## src/rtl/mjcw_pkg.sv

```systemverilog
`default_nettype none
// ----------------------------------------------------------------------------
// mjcw_pkg: shared types for the minimum jump cost window block
// Field widths, item structures and the sequencer state type.
// ----------------------------------------------------------------------------
package mjcw_pkg;

    localparam int HEIGHT_BITS = 16;
    localparam int COST_BITS   = 48;
    localparam int LIMIT_BITS  = 5;

    typedef struct packed {
        logic [HEIGHT_BITS-1:0] height;
        logic                   new_sequence;
    } t_in_item;

    typedef struct packed {
        logic [COST_BITS-1:0] best_cost;
        logic                 saturated;
    } t_out_item;

    // One window entry as it sits in the memory.
    typedef struct packed {
        logic [HEIGHT_BITS-1:0] height;
        logic [COST_BITS-1:0]   cost;
    } t_entry;

    typedef enum logic [1:0] {
        S_IDLE,
        S_SCAN,
        S_DONE
    } t_state;

endpackage
`default_nettype wire

```

## src/rtl/min_jump_cost_window_dp_top.sv

```systemverilog
`default_nettype none
// ----------------------------------------------------------------------------
// min_jump_cost_window_dp_top: windowed minimum jump cost engine
// Computes, for every stone height, the least saturating cost to reach it.
// ----------------------------------------------------------------------------
// Each accepted item is one stone. The block returns one result item per
// stone: the minimum over the most recent min(jump_limit, stones seen) stones
// of the current sequence of that stone's cost plus the absolute height
// difference, clipped at the largest 48-bit value. The first stone of a
// sequence, and any stone arriving with an empty window, costs zero. The
// window lives in one synchronous memory of MAX_JUMP entries used as a ring;
// a fill count marks how many entries are live, so no clearing pass is
// needed after reset. A stone is accepted, then its span, which is
// min(jump_limit, stones seen) and at most MAX_JUMP, is scanned with one
// registered memory read per window entry through a single abs-add-compare
// unit, and the new entry is written back. The default limit is two. The
// result waits in an output register; while it waits the next stone is
// accepted and scanned, and its write-back holds until the earlier result
// is taken. jump_limit is written on its own channel; the user must write
// it only while the block is idle, which the block itself does not enforce;
// zero is treated as one and values above MAX_JUMP as MAX_JUMP.
// ----------------------------------------------------------------------------
module min_jump_cost_window_dp_top #(
    parameter int MAX_JUMP = 16
) (
    input  wire                          i_clk,
    input  wire                          i_rst_n,
    input  wire                          i_cfg_valid,
    output logic                         o_cfg_ready,
    input  wire  [mjcw_pkg::LIMIT_BITS-1:0] i_cfg_data,
    input  wire                          i_in_valid,
    output logic                         o_in_ready,
    input  wire  mjcw_pkg::t_in_item     i_in_data,
    output logic                         o_out_valid,
    input  wire                          i_out_ready,
    output mjcw_pkg::t_out_item          o_out_data
);
    import mjcw_pkg::*;

    // Count of live entries, able to hold MAX_JUMP itself.
    localparam int CNT_W = $clog2(MAX_JUMP + 1);
    // Ring pointer into the window memory.
    localparam int PTR_W = (MAX_JUMP > 1) ? $clog2(MAX_JUMP) : 1;
    // Width in which the limit and the fill count are compared.
    localparam int LIM_W = (CNT_W > LIMIT_BITS) ? CNT_W : LIMIT_BITS;
    // The candidate sum needs one bit above the wider of its operands.
    localparam int SUM_W = ((HEIGHT_BITS > COST_BITS) ? HEIGHT_BITS : COST_BITS) + 1;

    localparam logic [PTR_W-1:0]     LAST_PTR = PTR_W'(MAX_JUMP - 1);
    localparam logic [CNT_W-1:0]     FULL_CNT = CNT_W'(MAX_JUMP);
    localparam logic [LIM_W-1:0]     MAX_LIM  = LIM_W'(MAX_JUMP);
    localparam logic [COST_BITS-1:0] COST_MAX = {COST_BITS{1'b1}};
    localparam logic [SUM_W-1:0]     SUM_MAX  = SUM_W'(COST_MAX);

    // Window memory: one entry per stone, written at the ring head.
    t_entry r_mem [MAX_JUMP];
    t_entry r_rd_data;

    t_state r_state, n_state;

    logic [LIMIT_BITS-1:0]  r_jump_limit;
    logic [CNT_W-1:0]       r_fill;
    logic [PTR_W-1:0]       r_wp;
    logic [PTR_W-1:0]       r_rp;
    logic [CNT_W-1:0]       r_span;
    logic [CNT_W-1:0]       r_rd_cnt;
    logic                   r_rd_vld;
    logic [HEIGHT_BITS-1:0] r_h;
    logic [COST_BITS-1:0]   r_best;
    logic                   r_sat;
    logic                   r_out_valid;
    t_out_item              r_out_data;

    logic                   in_fire;
    logic                   done_fire;
    logic                   rd_issue;
    logic [CNT_W-1:0]       fill_eff;
    logic [LIM_W-1:0]       lim_raw;
    logic [LIM_W-1:0]       lim_eff;
    logic [LIM_W-1:0]       fill_ext;
    logic [CNT_W-1:0]       span_new;
    logic [HEIGHT_BITS-1:0] diff;
    logic [SUM_W-1:0]       sum;
    logic                   take;

    assign o_cfg_ready = 1'b1;
    assign o_out_valid = r_out_valid;
    assign o_out_data  = r_out_data;

    // Span of the window to scan for the stone being offered.
    always_comb begin
        fill_eff = i_in_data.new_sequence ? '0 : r_fill;
        lim_raw  = LIM_W'(r_jump_limit);
        if (lim_raw == '0) begin
            lim_eff = LIM_W'(1);
        end else if (lim_raw > MAX_LIM) begin
            lim_eff = MAX_LIM;
        end else begin
            lim_eff = lim_raw;
        end
        fill_ext = LIM_W'(fill_eff);
        span_new = (fill_ext < lim_eff) ? fill_eff : CNT_W'(lim_eff);
    end

    // Shared abs-add-compare unit on the entry just read.
    always_comb begin
        diff = (r_h >= r_rd_data.height) ? (r_h - r_rd_data.height)
                                         : (r_rd_data.height - r_h);
        sum  = SUM_W'(r_rd_data.cost) + SUM_W'(diff);
        // A candidate above the field maximum is dropped; an exact one
        // at the maximum still beats the clipped default.
        take = r_rd_vld && (sum <= SUM_MAX) &&
               (r_sat || (sum[COST_BITS-1:0] < r_best));
    end

    // Sequencer: next state and handshake.
    always_comb begin
        n_state    = r_state;
        o_in_ready = 1'b0;
        in_fire    = 1'b0;
        done_fire  = 1'b0;
        rd_issue   = 1'b0;
        unique case (r_state)
            S_IDLE: begin
                o_in_ready = 1'b1;
                in_fire    = i_in_valid;
                if (i_in_valid) begin
                    n_state = (span_new == '0) ? S_DONE : S_SCAN;
                end
            end
            S_SCAN: begin
                rd_issue = (r_rd_cnt != r_span);
                // The last read's data is compared in this cycle.
                if (r_rd_cnt == r_span) begin
                    n_state = S_DONE;
                end
            end
            S_DONE: begin
                done_fire = !r_out_valid || i_out_ready;
                if (done_fire) begin
                    n_state = S_IDLE;
                end
            end
            default: n_state = S_IDLE;
        endcase
    end

    always_ff @(posedge i_clk) begin
        if (!i_rst_n) begin
            r_state <= S_IDLE;
        end else begin
            r_state <= n_state;
        end
    end

    // Window memory: write port at the ring head, registered read port.
    always_ff @(posedge i_clk) begin
        if (done_fire) begin
            r_mem[r_wp] <= '{height: r_h, cost: r_best};
        end
    end

    always_ff @(posedge i_clk) begin
        if (rd_issue) begin
            r_rd_data <= r_mem[r_rp];
        end
    end

    // Control registers.
    always_ff @(posedge i_clk) begin
        if (!i_rst_n) begin
            r_jump_limit <= LIMIT_BITS'(2);
            r_fill       <= '0;
            r_wp         <= '0;
            r_rd_cnt     <= '0;
            r_rd_vld     <= 1'b0;
            r_out_valid  <= 1'b0;
        end else begin
            if (i_cfg_valid) begin
                r_jump_limit <= i_cfg_data;
            end
            r_rd_vld <= rd_issue;
            if (in_fire) begin
                r_fill   <= fill_eff;
                r_rd_cnt <= '0;
            end else if (rd_issue) begin
                r_rd_cnt <= r_rd_cnt + CNT_W'(1);
            end
            if (done_fire) begin
                r_wp <= (r_wp == LAST_PTR) ? '0 : r_wp + PTR_W'(1);
                if (r_fill != FULL_CNT) begin
                    r_fill <= r_fill + CNT_W'(1);
                end
            end
            if (done_fire) begin
                r_out_valid <= 1'b1;
            end else if (i_out_ready) begin
                r_out_valid <= 1'b0;
            end
        end
    end

    // Datapath registers.
    always_ff @(posedge i_clk) begin
        if (in_fire) begin
            r_h    <= i_in_data.height;
            r_span <= span_new;
            // Newest entry sits just behind the write pointer.
            r_rp   <= (r_wp == '0) ? LAST_PTR : r_wp - PTR_W'(1);
            if (span_new == '0) begin
                r_best <= '0;
                r_sat  <= 1'b0;
            end else begin
                r_best <= COST_MAX;
                r_sat  <= 1'b1;
            end
        end else begin
            if (rd_issue) begin
                r_rp <= (r_rp == '0) ? LAST_PTR : r_rp - PTR_W'(1);
            end
            if (take) begin
                r_best <= sum[COST_BITS-1:0];
                r_sat  <= 1'b0;
            end
        end
        if (done_fire) begin
            r_out_data <= '{best_cost: r_best, saturated: r_sat};
        end
    end

    // The live entry count never exceeds the window depth.
    a_fill_bound: assert property (@(posedge i_clk) disable iff (!i_rst_n)
        r_fill <= FULL_CNT)
        else $error("fill count above window depth");

    // Reads never run past the span of the stone being scanned.
    a_scan_bound: assert property (@(posedge i_clk) disable iff (!i_rst_n)
        (r_state == S_SCAN) |-> (r_rd_cnt <= r_span))
        else $error("window scan ran past its span");

    // A fresh sequence empties the window for the stone that opens it.
    a_fresh_clears: assert property (@(posedge i_clk) disable iff (!i_rst_n)
        (in_fire && i_in_data.new_sequence) |=> (r_fill == '0))
        else $error("new sequence did not clear the window");

    // A saturated result always carries the clipped maximum.
    a_sat_value: assert property (@(posedge i_clk) disable iff (!i_rst_n)
        (r_state == S_DONE && r_sat) |-> (r_best == COST_MAX))
        else $error("saturated result without maximum cost");

    // Finishing a stone always presents its result next cycle.
    a_done_out: assert property (@(posedge i_clk) disable iff (!i_rst_n)
        done_fire |=> (r_out_valid && r_state == S_IDLE))
        else $error("finished stone did not present a result");

endmodule
`default_nettype wire
```

## config.mk

```make
export PLATFORM = sky130hd
export DESIGN_NAME = min_jump_cost_window_dp_top
export DESIGN_NICKNAME = d
export VERILOG_FILES = /design/src/rtl/mjcw_pkg.sv /design/src/rtl/min_jump_cost_window_dp_top.sv
export SDC_FILE = /design/constraint.sdc
export NUM_CORES = 1
export LEC_CHECK = 0
export CELL_PAD_IN_SITES_DETAIL_PLACEMENT = 1
export CELL_PAD_IN_SITES_GLOBAL_PLACEMENT = 1
export CORE_MARGIN = 3
export CORE_UTILIZATION = 50
export DETAILED_ROUTE_END_ITERATION = 8
export DONT_BUFFER_PORTS = 1
export PLACE_DENSITY = 0.76
export REMOVE_ABC_BUFFERS = 1
export SYNTH_ARGS = -nofsm -noshare
export SYNTH_HDL_FRONTEND = slang
export SYNTH_SLANG_ARGS = --single-unit
```

## constraint.sdc

```tcl
create_clock -name i_clk -period 10 [get_ports i_clk]
set_input_delay 2 -clock i_clk [delete_from_list [all_inputs] [get_ports i_clk]]
set_output_delay 2 -clock i_clk [all_outputs]
set_load 0.1 [all_outputs]
```

==> results.json <==
{
  "die_h_um": 325,
  "clock_skew_ns": 0.0277,
  "startpoint_type": "register",
  "synth-seq-cells": 1234,
  "regArea_sq_mm": 0.0368,
  "port_buffers": 0,
  "root_buffer": "clkbuf_16",
  "slew_viol_final": 0,
  "worst-path-buf-inv": 3,
  "vias_per_cell": 6.18,
  "post-place-ws_ns": 1.42,
  "postLayoutCoreUtil_pct": 56.7,
  "ios": 79,
  "syn2layout_area_growth_pct": 11.9,
  "ir_drop_uv": 183,
  "grt_pass1_vias": 30136,
  "critPathSlowestCell": "a2111oi_0",
  "syn_avg_cell_area_sq_um": 17.2,
  "drc": 0,
  "hold_class": "register to register",
  "synth_cell_type_count": 79,
  "wl_per_cell_um": 29.5,
  "antenna_found_initial": 5,
  "final_cells": 4460,
  "place_inst": 4227,
  "relSlewSlack_pct": 21.8,
  "drt_wl_total_mm": 132,
  "nets": 3138,
  "cts_resized": 0,
  "yosysSeqAreaShare_pct": 72.3,
  "crit_fanout": 32,
  "yosys_warnings": 0,
  "setup_slack_ns": 1.35,
  "cp-end-kind": "register",
  "path_clk_slew_ns": 0.06,
  "status": "complete, no violations",
  "drive_gt1_share_pct": 16.7,
  "max_freq_mhz": 116,
  "final_hold_viol_count": 0,
  "cts_sinks": 1234,
  "fin_crit_sh_pct": 86.5,
  "final.fill_count": 8893,
  "grt_pass1_wl_mm": 196,
  "dpl_cell_area_sq_mm": 0.0527,
  "place_congestion": 0.846,
  "rsz0062_at_grt": "false",
  "synthTopCellsByArea": "edfxtp_1 71%, mux4_2 5.7%, mux2i_1 4.0%",
  "first_pass_iters": 6,
  "cts_setup_buffers": 0,
  "yosysMostFrequentCell": "edfxtp_1",
  "globalRouteOverflowTotal": 0,
  "die_width_um": 325,
  "multi_input_area_sq_mm": 0.0133,
  "syn-cell-area_sq_mm": 0.0509,
  "fin_tns_setup_ns": 0,
  "whs_ns": 0.536,
  "vias": 27580,
  "cts_inserted_buffers": 130,
  "cts_tree": "built",
  "synth_common_cells": "1211 x edfxtp_1, 206 x mux2i_1, 151 x o21ai_0",
  "async_flop_share_pct": 0,
  "clockBufferDepth": 3,
  "maxCapViolCount": 0,
  "leakagePower_nw": 19.5,
  "p_total_mw": 13.5,
  "syn_inst": 2953,
  "initial_core_util_pct": 50.6,
  "grt_max_degree": 123,
  "rows": 116,
  "critPathTopFamily": "compound AO/OA/AOI/OAI gates",
  "crit_arrival_ns": 9.06,
  "drt_iter0_drc": 3061,
  "cellPowerDensity_mw_per_mm2": 237,
  "cp.required_ns": 10.41,
  "synthFlopType": "edfxtp_1",
  "groute.usage.overall_pct": 25.0,
  "core_sq_mm": 0.101,
  "design_area_sq_mm": 0.0570,
  "worstSetupPathType": "register to register",
  "clock_latency_ns": 0.74,
  "final_antenna_net_count": 0,
  "crit_path_max_incr_delay_ns": 0.61,
  "synth_top_area_cell": "edfxtp_1",
  "htreeDepth": 4,
  "cts_hold_buf": 0,
  "setup_violations": 0,
  "period_needed_ns": 8.65,
  "die-area_sq_mm": 0.106,
  "synth_edf_count": 1211,
  "dpl.hpwl_mm": 72.7,
  "synth_top_cell_area_share_pct": 71.4,
  "worst_pin_slew_ns": 1.17
}
## layer usage
metal | up-vias | track usage [%] | part of all wire, %
met3 | 253 | 4.19 | 5.9
met2 | 1006 | 42.3 | 50
li1 | 11824 | - | -
met5 | - | 0 | 0.0061
met4 | 2 | 9.27 | 3.3
met1 | 14495 | 32.6 | 40
## flip-flops by register name, indices dropped and copies added, names as in the netlist, 5 cells and up
| name | cells |
|---|---|
| r_best | 48 |
| r_rd_data | 64 |
| r_rd_cnt | 5 |
| r_h | 16 |
| r_span | 5 |
| lim_raw | 5 |
| r_mem | 1024 |
| o_out_data | 49 |
| r_fill | 5 |
## cell type report
cell class,count,share of cell area [%]
Sequential cell,1234,64.6
Multi-Input combinational cell,1473,23.3
Antenna cell,2,0.00878
Clock buffer,156,6.10
Timing Repair Buffer,55,0.812
Clock inverter,75,1.50
Tap cell,1357,2.98
Inverter,108,0.716
## path summary, 6_finish.rpt
check / from / end / slack (ns) / cells after the start
hold reg to reg: r_fill[3]$_SDFF_PN0_ / r_fill[3]$_SDFF_PN0_ / 0.54 / 1
setup reg to reg: r_h[0]$_DFFE_PP_ / r_best[7]$_DFFE_PP_ / 1.35 / 28
hold / removal: r_fill[3]$_SDFF_PN0_ / r_fill[3]$_SDFF_PN0_ / 0.54 / 1
setup / recovery: r_h[0]$_DFFE_PP_ / r_best[7]$_DFFE_PP_ / 1.35 / 28
## where the power goes
part	internal, mW	switching, mW	leakage [nW]
clock	2.90	2.01	2.13
sequential	6.09	0.465	11.2
combinational	0.772	1.27	6.25
## layout by cell type (no fill, tap or decap), types with 22 or more instances in the layout
master and n:
mux2i_1 206, nor2_1 115, a21oi_1 106, xor2_1 22, edfxtp_1 1211, nand2_1 66, nand4_1 29, a22oi_1 65
a221oi_1 64, a21o_1 39, o21ai_0 150, o21ba_2 29, clkbuf_16 136, mux2_2 65, mux4_2 128, buf_4 51
xnor2_1 50, clkinv_2 26, inv_1 106, dfxtp_1 23, ha_1 106
## logic make-up after synthesis
group	Yosys count	share of synthesized area [%]
xor+xnor	72	1.24
simple gates	337	3.21
mux	402	11.2
compound gates	552	7.34
other cells	1	0.00736
flops	1234	72.3
buf+inv	246	1.94
fa+ha+maj	109	2.72
No activity file was read; power rests on OpenSTA's default activity.
